--- src/rtl/core/utf8_to_utf16_transcoder_defines.svh ---
// Assertion macros shared by the transcoder RTL.
// No dependencies; included by modules that carry concurrent assertions.
`ifndef UTF8_TO_UTF16_TRANSCODER_DEFINES_SVH
`define UTF8_TO_UTF16_TRANSCODER_DEFINES_SVH

// Same-cycle implication, disabled during reset.
`define U8U16_ASSERT_NOW(label, clk, rst_n, ante, cons) \
    label: assert property (@(posedge clk) disable iff (!rst_n) (ante) |-> (cons)) \
        else $error("assertion failed: same-cycle check");

// Next-cycle implication, disabled during reset.
`define U8U16_ASSERT_NEXT(label, clk, rst_n, ante, cons) \
    label: assert property (@(posedge clk) disable iff (!rst_n) (ante) |=> (cons)) \
        else $error("assertion failed: next-cycle check");

`endif

--- src/rtl/core/u8u16_pkg.sv ---
// Types, constants and the code point to UTF-16 helper for the transcoder.
// No dependencies.
`timescale 1ns / 1ps

package u8u16_pkg;

    localparam logic [15:0] REPLACEMENT_UNIT = 16'hFFFD;
    localparam logic [20:0] MAX_CODE_POINT   = 21'h10FFFF;
    localparam logic [20:0] SUPP_BASE        = 21'h10000;
    localparam logic [15:0] HIGH_SURR_BASE   = 16'hD800;
    localparam logic [15:0] LOW_SURR_BASE    = 16'hDC00;
    localparam logic [7:0]  CONT_MASK        = 8'hC0;
    localparam logic [7:0]  CONT_TAG         = 8'h80;
    localparam logic [7:0]  LEAD2_MASK       = 8'hE0;
    localparam logic [7:0]  LEAD2_TAG        = 8'hC0;
    localparam logic [7:0]  LEAD3_MASK       = 8'hF0;
    localparam logic [7:0]  LEAD3_TAG        = 8'hE0;
    localparam logic [7:0]  LEAD4_MASK       = 8'hF8;
    localparam logic [7:0]  LEAD4_TAG        = 8'hF0;
    localparam logic [7:0]  PAYLOAD_MASK     = 8'h3F;

    typedef struct packed {
        logic [15:0] code_unit;
        logic        unit_valid;
        logic        run_last;
        logic        text_done;
    } result_t;

    // Up to two results caused by one byte; first is emitted first.
    typedef struct packed {
        logic [1:0] count;
        result_t    first;
        result_t    second;
    } pair_t;

    typedef struct packed {
        logic        is_pair;
        logic [15:0] hi;    // single unit when not a pair
        logic [15:0] lo;
    } units_t;

    function automatic units_t cp_units(input logic [20:0] cp);
        logic [20:0] cp_eff;
        logic [20:0] v;
        units_t      u;
        cp_eff = (cp > MAX_CODE_POINT) ? {5'd0, REPLACEMENT_UNIT} : cp;
        v      = cp_eff - SUPP_BASE;
        u.is_pair = (cp_eff >= SUPP_BASE);
        if (u.is_pair)
        begin
            u.hi = HIGH_SURR_BASE + {6'd0, v[19:10]};
            u.lo = LOW_SURR_BASE + {6'd0, v[9:0]};
        end
        else
        begin
            u.hi = cp_eff[15:0];
            u.lo = 16'd0;
        end
        return u;
    endfunction

endpackage

--- src/rtl/core/u8u16_decode.sv ---
// Combinational UTF-8 step: byte plus decoder state in, results and next state out.
// Depends on u8u16_pkg.
`timescale 1ns / 1ps

module u8u16_decode
    import u8u16_pkg::*;
(
    input  logic [7:0]  text_byte,
    input  logic [20:0] partial,
    input  logic [1:0]  remaining,
    output pair_t       pair,
    output logic [20:0] partial_next,
    output logic [1:0]  remaining_next
);

    logic        is_cont;
    logic [20:0] cp_cont;
    units_t      units;
    logic        lead_emit;
    result_t     lead_res;
    logic [20:0] lead_partial;
    logic [1:0]  lead_rem;

    assign is_cont = ((text_byte & CONT_MASK) == CONT_TAG);
    assign cp_cont = {partial[14:0], text_byte[5:0] & PAYLOAD_MASK[5:0]};
    assign units   = cp_units(cp_cont);

    // Byte taken as the start of a sequence.
    always_comb
    begin
        lead_emit    = 1'b1;
        lead_partial = 21'd0;
        lead_rem     = 2'd0;
        lead_res     = '{code_unit: REPLACEMENT_UNIT, unit_valid: 1'b1,
                         run_last: 1'b1, text_done: 1'b0};
        if (text_byte == 8'd0)
        begin
            lead_res = '{code_unit: 16'd0, unit_valid: 1'b0,
                         run_last: 1'b1, text_done: 1'b1};
        end
        else if (!text_byte[7])
        begin
            lead_res.code_unit = {8'd0, text_byte};
        end
        else if ((text_byte & LEAD2_MASK) == LEAD2_TAG)
        begin
            lead_emit    = 1'b0;
            lead_partial = {16'd0, text_byte[4:0]};
            lead_rem     = 2'd1;
        end
        else if ((text_byte & LEAD3_MASK) == LEAD3_TAG)
        begin
            lead_emit    = 1'b0;
            lead_partial = {17'd0, text_byte[3:0]};
            lead_rem     = 2'd2;
        end
        else if ((text_byte & LEAD4_MASK) == LEAD4_TAG)
        begin
            lead_emit    = 1'b0;
            lead_partial = {18'd0, text_byte[2:0]};
            lead_rem     = 2'd3;
        end
    end

    always_comb
    begin
        pair           = '0;
        partial_next   = lead_partial;
        remaining_next = lead_rem;
        if (remaining != 2'd0 && is_cont)
        begin
            if (remaining == 2'd1)
            begin
                partial_next   = 21'd0;
                remaining_next = 2'd0;
                pair.first     = '{code_unit: units.hi, unit_valid: 1'b1,
                                   run_last: !units.is_pair, text_done: 1'b0};
                pair.second    = '{code_unit: units.lo, unit_valid: 1'b1,
                                   run_last: 1'b1, text_done: 1'b0};
                pair.count     = units.is_pair ? 2'd2 : 2'd1;
            end
            else
            begin
                partial_next   = cp_cont;
                remaining_next = remaining - 2'd1;
            end
        end
        else if (remaining != 2'd0)
        begin
            // missing continuation: U+FFFD, then the byte again as a lead
            pair.first  = '{code_unit: REPLACEMENT_UNIT, unit_valid: 1'b1,
                            run_last: !lead_emit, text_done: 1'b0};
            pair.second = lead_res;
            pair.count  = lead_emit ? 2'd2 : 2'd1;
        end
        else
        begin
            pair.first = lead_res;
            pair.count = {1'b0, lead_emit};
        end
    end

endmodule

--- src/rtl/core/u8u16_out_buf.sv ---
// Two-slot result register; drains one result per output beat.
// Depends on u8u16_pkg and utf8_to_utf16_transcoder_defines.svh.
`timescale 1ns / 1ps
`include "utf8_to_utf16_transcoder_defines.svh"

module u8u16_out_buf
    import u8u16_pkg::*;
(
    input  logic        clk,
    input  logic        rst_n,
    input  logic        load,
    input  pair_t       pair,
    output logic        can_load,
    output logic        out_valid,
    input  logic        out_ready,
    output logic [15:0] code_unit,
    output logic        unit_valid,
    output logic        run_last,
    output logic        text_done
);

    logic [1:0] cnt_reg, cnt_next;
    result_t    head_reg, head_next;
    result_t    tail_reg, tail_next;
    logic       pop;

    assign out_valid = (cnt_reg != 2'd0);
    assign pop       = out_valid && out_ready;
    assign can_load  = (cnt_reg == 2'd0) || (cnt_reg == 2'd1 && out_ready);

    always_comb
    begin
        cnt_next  = cnt_reg;
        head_next = head_reg;
        tail_next = tail_reg;
        if (load)
        begin
            cnt_next  = pair.count;
            head_next = pair.first;
            tail_next = pair.second;
        end
        else if (pop)
        begin
            cnt_next  = cnt_reg - 2'd1;
            head_next = tail_reg;
        end
    end

    always_ff @(posedge clk or negedge rst_n)
    begin
        if (!rst_n)
        begin
            cnt_reg <= 2'd0;
        end
        else
        begin
            cnt_reg <= cnt_next;
        end
    end

    always_ff @(posedge clk)
    begin
        head_reg <= head_next;
        tail_reg <= tail_next;
    end

    assign code_unit  = head_reg.code_unit;
    assign unit_valid = head_reg.unit_valid;
    assign run_last   = head_reg.run_last;
    assign text_done  = head_reg.text_done;

    `U8U16_ASSERT_NOW(a_cnt_range, clk, rst_n, 1'b1, cnt_reg != 2'd3)
    `U8U16_ASSERT_NOW(a_head_not_last, clk, rst_n, cnt_reg == 2'd2, !head_reg.run_last)
    `U8U16_ASSERT_NOW(a_single_is_last, clk, rst_n, cnt_reg == 2'd1, head_reg.run_last)
    `U8U16_ASSERT_NOW(a_done_shape, clk, rst_n, out_valid && head_reg.text_done,
                      head_reg.run_last && !head_reg.unit_valid)
    `U8U16_ASSERT_NEXT(a_pair_drains, clk, rst_n, pop && cnt_reg == 2'd2 && !load,
                       cnt_reg == 2'd1)

endmodule

--- src/rtl/core/utf8_to_utf16_transcoder.sv ---
// UTF-8 to UTF-16 transcoder, top level.
// An accepted byte is held in the input register, then its results load into the result buffer.
// Throughput: one byte per cycle; out_ready stalls and bytes that yield two units hold the input.
// Bytes that yield no unit (lead and middle continuation bytes) emit nothing.
// Reset (rst_n low, async): input stage and result buffer empty, decoder state idle.
// Depends on u8u16_pkg, u8u16_decode and u8u16_out_buf.
`timescale 1ns / 1ps

module utf8_to_utf16_transcoder
    import u8u16_pkg::*;
(
    input  logic        clk,
    input  logic        rst_n,
    input  logic        in_valid,
    output logic        in_ready,
    input  logic [7:0]  text_byte,
    output logic        out_valid,
    input  logic        out_ready,
    output logic [15:0] code_unit,
    output logic        unit_valid,
    output logic        run_last,
    output logic        text_done
);

    // Input register stage: holds one byte ahead of the decoder.
    logic        in_v_reg, in_v_next;
    logic [7:0]  byte_reg, byte_next;

    // Decoder state: code point bits so far and continuation bytes still due.
    logic [20:0] partial_reg, partial_next;
    logic [1:0]  rem_reg, rem_next;
    logic [20:0] dec_partial;
    logic [1:0]  dec_rem;

    pair_t       dec_pair;
    logic        can_load;
    logic        advance;

    // The held byte moves into the result buffer once that buffer is free
    // (or is giving up its last result in this same cycle).
    assign advance  = in_v_reg && can_load;
    assign in_ready = !in_v_reg || can_load;

    always_comb
    begin
        in_v_next = in_v_reg;
        byte_next = byte_reg;
        if (in_valid && in_ready)
        begin
            in_v_next = 1'b1;
            byte_next = text_byte;
        end
        else if (advance)
        begin
            in_v_next = 1'b0;
        end
    end

    // State only moves when a byte is actually consumed by the decoder.
    assign partial_next = advance ? dec_partial : partial_reg;
    assign rem_next     = advance ? dec_rem : rem_reg;

    always_ff @(posedge clk or negedge rst_n)
    begin
        if (!rst_n)
        begin
            in_v_reg    <= 1'b0;
            partial_reg <= 21'd0;
            rem_reg     <= 2'd0;
        end
        else
        begin
            in_v_reg    <= in_v_next;
            partial_reg <= partial_next;
            rem_reg     <= rem_next;
        end
    end

    always_ff @(posedge clk)
    begin
        byte_reg <= byte_next;
    end

    u8u16_decode u_decode (
        .text_byte      (byte_reg),
        .partial        (partial_reg),
        .remaining      (rem_reg),
        .pair           (dec_pair),
        .partial_next   (dec_partial),
        .remaining_next (dec_rem)
    );

    // Result buffer: a byte yielding zero results loads an empty pair.
    u8u16_out_buf u_out_buf (
        .clk        (clk),
        .rst_n      (rst_n),
        .load       (advance),
        .pair       (dec_pair),
        .can_load   (can_load),
        .out_valid  (out_valid),
        .out_ready  (out_ready),
        .code_unit  (code_unit),
        .unit_valid (unit_valid),
        .run_last   (run_last),
        .text_done  (text_done)
    );

endmodule

--- config.mk ---
export PLATFORM = sky130hd
export DESIGN_NAME = utf8_to_utf16_transcoder
export DESIGN_NICKNAME = d
export VERILOG_FILES = /design/src/rtl/core/u8u16_pkg.sv /design/src/rtl/core/u8u16_decode.sv /design/src/rtl/core/u8u16_out_buf.sv /design/src/rtl/core/utf8_to_utf16_transcoder.sv
export VERILOG_INCLUDE_DIRS = /design/src /design/src/rtl/core
export SDC_FILE = /design/constraint.sdc
export NUM_CORES = 1
export LEC_CHECK = 0
export BUFFER_PORTS_ARGS = -buffer_cell sky130_fd_sc_hd__buf_2
export CAP_MARGIN = 30
export CORE_MARGIN = 5
export CORE_UTILIZATION = 58
export DETAILED_ROUTE_END_ITERATION = 7
export GPL_TIMING_DRIVEN = 0
export PLACE_DENSITY_LB_ADDON = 0.08
export SYNTH_ARGS = -nofsm -noshare
export SYNTH_HDL_FRONTEND = slang
export SYNTH_SLANG_ARGS = --single-unit
--- constraint.sdc ---
create_clock -name clk -period 2.42 [get_ports clk]
set_input_delay 0.363 -clock clk [delete_from_list [all_inputs] [get_ports clk]]
set_output_delay 0.363 -clock clk [all_outputs]
set_load 0.01 [all_outputs]
==> results.ini, run 1 <==
[worst_setup_path]
critPathRequiredTime_ps=2600
crit_arrival_ps=2470
end_kind=flop
reg2reg_to=u_out_buf.code_unit[1]
start_kind=flop
critical_path_class=reg -> reg
r2r_cells=7
r2r_setup_slack_ps=130
path_max_fanout=10
timing.rr.start=rem_reg[0]

[floorplanning]
dieArea_sq_um=6800
die_w_microns=82.46
chipHeight_microns=82.46
core-area_sq_um=5107
io_pins=33
core.rowCount=26
initial_core_util_pct=59.63

[placement]
port_buffers=32
dp.final_hpwl_microns=4815
dp_slack_ps=223.3
place_congestion=0.9342
dpl-instance-area_sq_um=3308

[clock_network]
cts-buffers-inserted=9
cts.sinks=62
cts_tree=yes
htree_num_levels=3
clock_path_buffers=2
post_cts_resized=0
clkLatencyLatePin_ps=340
path_clk_slew_ps=70
clockRootBuffer=clkbuf_8

[min_path]
min_path_cells=1
hold_start=text_byte[2]
hold_path_class=in -> reg
worst_hold_path.endpoint=byte_reg[2]

[sta]
min_period_ps=2287
slew_violations=0
whs_ps=198.2
tightestPinTransition_ps=798.0
finalWorstSetupSlack_ps=133.2
maxClockFrequency_mhz=437.3
setup_viol=0
rsz0062_at_grt=no
finalHoldViolCount=0
fin_worst_skew_ps=8.339
fin_crit_sh_pct=94.50
timing.slew.headroom_pct=46.74
totalNegativeSetupSlack_ps=0

[synthesis]
ys_ff_latch=62
synthArstFlopShare_pct=32.26
synth_nets=279
syn-instance-count=261
synth_area_sq_um=3045
synth_edf_count=42
avgSynthCellArea_sq_um=11.67
yosysWarnings=0
yosysSeqAreaShare_pct=57.85
synth_ff_type=edfxtp_1
synthDistinctLibCells=46

[global_route]
grt_pass1_wl_microns=11280
grt_usage_pct=22.91
grt_pass1_vias=2182
grt_max_degree=21
grt-ovfl-total=0
grt_antenna_before_repair=0

[layout]
post-route-util_pct=68.99
diodes=0
largest_reg_flops=16
synthToLayoutAreaGrowth_pct=15.69
fin_area_sq_um=3523
final_nets=324
drive_above_1_share_pct=20.58

[power]
irDropWorstVdd_uv=681.4
powerDensity_nw_per_um2=1310
power_leakage_nw=1.480

[outcome]
status=finished clean

[routing]
wire_per_inst_microns=18.32
vias_per_cell=6.018
initialDrtViolationCount=354
via_count=2293
wl_microns=6980
drt_pass1_iterations=7
drc=0
ant_nets=0

[run]
drv_cap=0

[layer usage]
metal  routed length (microns)  part of all wire (%)  vias to the layer above  track usage [%]
met1                      3000                    43                     1105            31.90
met2                      3340                    48                      108            36.14
met4                        95                   1.4                        0            7.973
met5                         0                     0                        -                0
met3                       544                   7.8                       10            4.121
li1                          -                     -                     1070                -
[cell usage after synthesis (all sizes together) (2+ instances only)]
cell     n  share of area [%]
and3b    3               0.86
dfrtp   20                 16
edfxtp  42                 41
buf      7                1.8
mux2i    4                1.3
a221oi   2               0.58
inv     16                2.0
nor2b    3               0.62
nor4     4                1.3
a32o     2               0.66
o31ai    3               0.74
a21oi   19                3.2
o21ai   19                3.1
nand3    5               0.82
mux2     6                2.2
o21a     2               0.49
nor2    21                3.2
a31oi    8                1.6
nand3b   5                1.2
nand2b   5                1.0
clkbuf   8               0.99
o211ai   5                1.2
a21o     4               0.99
nand2   11                1.4
ha       6                2.5
a22o    15                4.3
xnor2    2               0.58
and2     2               0.41
[logic make-up after synthesis]
logic type	after synthesis	share of synthesized area, %
buffers and inverters	32	4.889
AO/OA/AOI/OAI	85	18.74
multiplexers	10	3.533
flip-flops	62	57.85
AND/OR/NAND/NOR	64	11.96
XOR/XNOR	2	0.5753
adder cells (fa/ha/maj)	6	2.465
[worst max path at each step]
stage / depth (start not counted) / startpoint / end / slack [ps]
4_1_cts: 7 / rem_reg[0] / u_out_buf.code_unit[1] / 190
3_3_place_gp: 7 / u_out_buf.cnt_reg[0] / u_out_buf.code_unit[4] / -80
3_5_place_dp: 7 / rem_reg[0] / u_out_buf.code_unit[1] / 220
6_report: 7 / rem_reg[0] / u_out_buf.code_unit[1] / 130
2_1_floorplan: 7 / u_out_buf.cnt_reg[0] / u_out_buf.code_unit[0] / 400
5_1_grt: 7 / rem_reg[0] / u_out_buf.code_unit[1] / 50
[cells in the final DEF (no fill, tap or decap), types with 5 or more instances in the layout]
cell / count
dfrtp_1: 20
nor2_1: 19
a31oi_1: 8
a21oi_1: 18
nand3b_1: 5
nand3_1: 5
ha_1: 6
clkbuf_1: 10
nand2b_1: 5
edfxtp_1: 42
a22o_1: 15
buf_2: 34
o211ai_1: 5
mux2_2: 6
nand2_1: 11
clkbuf_8: 10
o21ai_0: 19
inv_1: 16
[cell type report]
| type | count | area (sq um) |
|---|---|---|
| Clock inverter | 2 | 10.01 |
| Fill cell | 401 | 1584 |
| Buffer | 15 | 85.08 |
| Timing Repair Buffer | 34 | 185.2 |
| Sequential cell | 62 | 1762 |
| Inverter | 17 | 63.81 |
| Clock buffer | 14 | 195.2 |
| Tap cell | 70 | 87.58 |
| Multi-Input combinational cell | 167 | 1135 |
[power by group]
group / internal [W] / leakage [nW] / switching (W) / total, W
Combinational: 0.000657 / 0.697 / 0.00113 / 0.00179
Clock: 0.000522 / 0.107 / 0.000390 / 0.000912
Sequential: 0.00172 / 0.676 / 0.000199 / 0.00192
Total: 0.00290 / 1.48 / 0.00172 / 0.00462
[per-stage QoR]
| stage | total power, W | instances |
|---|---|---|
| 6_report | 0.004616 | 381 |
| 5_1_grt | 0.004895 | 381 |
| 3_3_place_gp | 0.003599 | 363 |
| 4_1_cts | 0.004603 | 381 |
| 3_5_place_dp | 0.003698 | 364 |
| 2_1_floorplan | 0.003090 | 261 |
[worst max-delay path, stage by stage (launching register included)]
cell	delay, ps
dfrtp_1	380
inv_1	70
ha_1	200
buf_6	140
nor3b_1	530
nand2_1	250
or3_1	400
a21oi_1	160
[timing repair]
item | CTS | global route
setup buffers | 0 | 0
hold buffers | 1 | 0
endpoints found under the setup margin | 0 | 0
hold endpoints to repair | 20 | 0
(Power assumes the default switching activity.)
==> run 2: changes to the inputs <==
--- a/config.mk
+++ b/config.mk
@@ -9,7 +9,7 @@
 export BUFFER_PORTS_ARGS = -buffer_cell sky130_fd_sc_hd__buf_2
 export CAP_MARGIN = 30
 export CORE_MARGIN = 5
-export CORE_UTILIZATION = 58
+export CORE_UTILIZATION = 59
 export DETAILED_ROUTE_END_ITERATION = 7
 export GPL_TIMING_DRIVEN = 0
 export PLACE_DENSITY_LB_ADDON = 0.08
==> constraint.sdc (replaced) <==
create_clock -name clk -period 2.8 [get_ports clk]
set_input_delay 0.42 -clock clk [delete_from_list [all_inputs] [get_ports clk]]
set_output_delay 0.42 -clock clk [all_outputs]
set_load 0.01 [all_outputs]
==> run 2 against run 1 <==
Clock skew down 1.1 ps. Sequential share of layout area up 1.0 points. Critical path type unchanged. Routed wire length down 5.4%. Via count down 3.0%. Sequential power down 14%. First-iteration DRC count down 48%.
==> results.ini, run 2 (synthesized netlist as in run 1, its figures left out) <==
[layout]
layout_common_cells=edfxtp_1, buf_2, dfrtp_1
largest_reg_flops=16
final_nets=323
synthToLayoutAreaGrowth_pct=13.39
multi_input_area_sq_um=1135
post-route-util_pct=68.05
drive_above_1_share_pct=19.81
seq_area_sq_um=1762
final_common_cell=edfxtp_1
n_fill_cell=414
diodes=0

[worst_setup_path]
critPathRequiredTime_ps=2990
crit_arrival_ps=2370
start_kind=flop
end_kind=flop
path_max_fanout=10
reg2reg_to=u_out_buf.code_unit[1]
critical_path_class=reg -> reg
timing.rr.start=rem_reg[0]
r2r_cells=7
crit_start=rem_reg[0]
r2r_setup_slack_ps=620
endpoint=u_out_buf.code_unit[1]

[clock_network]
cts-buffers-inserted=9
cts_setup_buffers=0
clkLatencyLatePin_ps=350
holdBufCountCts=0
clockRootBuffer=clkbuf_8
cts_tree=yes
post_cts_resized=0
htree_num_levels=3
path_clk_slew_ps=60
clock_path_buffers=2
cts.sinks=62

[power]
power_leakage_nw=1.445
fin_total_pwr_w=0.003790
powerDensity_nw_per_um2=1097
irDropWorstVdd_uv=700.6

[global_route]
grt-ovfl-total=0
grt_antenna_before_repair=0
grt_usage_pct=22.23
grt_max_degree=22
grt_pass1_vias=2093
grt_pass1_wl_microns=10770

[sta]
finalHoldViolCount=0
setup_viol=0
fin_crit_sh_pct=77.82
min_period_ps=2179
finalWorstSetupSlack_ps=621.0
rsz0062_at_grt=no
maxClockFrequency_mhz=458.9
whs_ps=14.13
fin_worst_skew_ps=7.261
slew_violations=0
totalNegativeSetupSlack_ps=0
tightestPinTransition_ps=758.8
timing.slew.headroom_pct=49.35

[floorplanning]
dieArea_sq_um=6699
initial_core_util_pct=60.01
chipHeight_microns=81.85
core-area_sq_um=5075
io_pins=33
die_w_microns=81.85
core.rowCount=26

[routing]
via_count=2225
vias_per_cell=5.886
initialDrtViolationCount=185
wl_microns=6603
drc=0
wire_per_inst_microns=17.47
drt_pass1_iterations=6
ant_nets=0

[placement]
port_buffers=32
dp.final_hpwl_microns=4673
dp_slack_ps=650.9
place_congestion=0.8957

[run]
drv_cap=0

[outcome]
status=finished clean

[min_path]
hold_path_class=in -> async

-- run 2: changes by cell type in the layout (fill, tap and decap cells not counted) --
cell / previous run / this run
dlygate4sd3_1: 1 / 0
clkinv_1: 1 / 2
clkbuf_16: 2 / 0
clkbuf_8: 10 / 9
-- run 2: through the flow --
step | instances | area, sq um
after floorplan | 261 | 3045
final | 378 | 3453
after global placement | 363 | 3293
after CTS | 378 | 3453
after global routing | 378 | 3453
after detailed placement | 364 | 3308
-- run 2: worst min-delay path by stage --
| stage | slack (ps) | depth (start not counted) | to | from |
|---|---|---|---|---|
| 2_1_floorplan | 120 | 0 | in_v_reg | rst_n |
| 3_3_place_gp | 390 | 1 | rem_reg[1] | rst_n |
| 3_5_place_dp | 390 | 1 | rem_reg[1] | rst_n |
| 4_1_cts | 20 | 1 | partial_reg[14] | rst_n |
| 5_1_grt | 40 | 1 | partial_reg[10] | rst_n |
| 6_report | 10 | 1 | rem_reg[0] | rst_n |
-- run 2: power breakdown --
group / internal [W] / total [W] / switching [W] / leakage, nW
clock network: 0.000305 / 0.000616 / 0.000312 / 0.0765
logic: 0.000566 / 0.00152 / 0.000955 / 0.693
registers: 0.00149 / 0.00165 / 0.000166 / 0.676
total: 0.00236 / 0.00379 / 0.00143 / 1.45
-- run 2: worst max-delay path, stage by stage (launching register included) --
cell and delay [ps]:
dfrtp_1 380, inv_1 70, ha_1 200, buf_6 140, nor3b_1 450, nand2_1 230
or3_1 410, a21oi_1 140
-- run 2: cell type report --
cell class              count  area share (%)
well taps                  70           2.536
multi-input cells         167           32.86
repair buffers             33           5.072
plain buffers              15           2.464
flip-flops and latches     62           51.01
clock buffers              11           3.804
inverters                  17           1.848
clock inverters             3          0.3986
-- run 2: metal layers --
metal,part of all wire [%],track usage (%),vias up
met1,46,31.58,1049
li1,-,-,1066
met2,44,31.83,93
met4,2.4,12.13,0
met5,0,0,-
met3,7.2,4.605,17
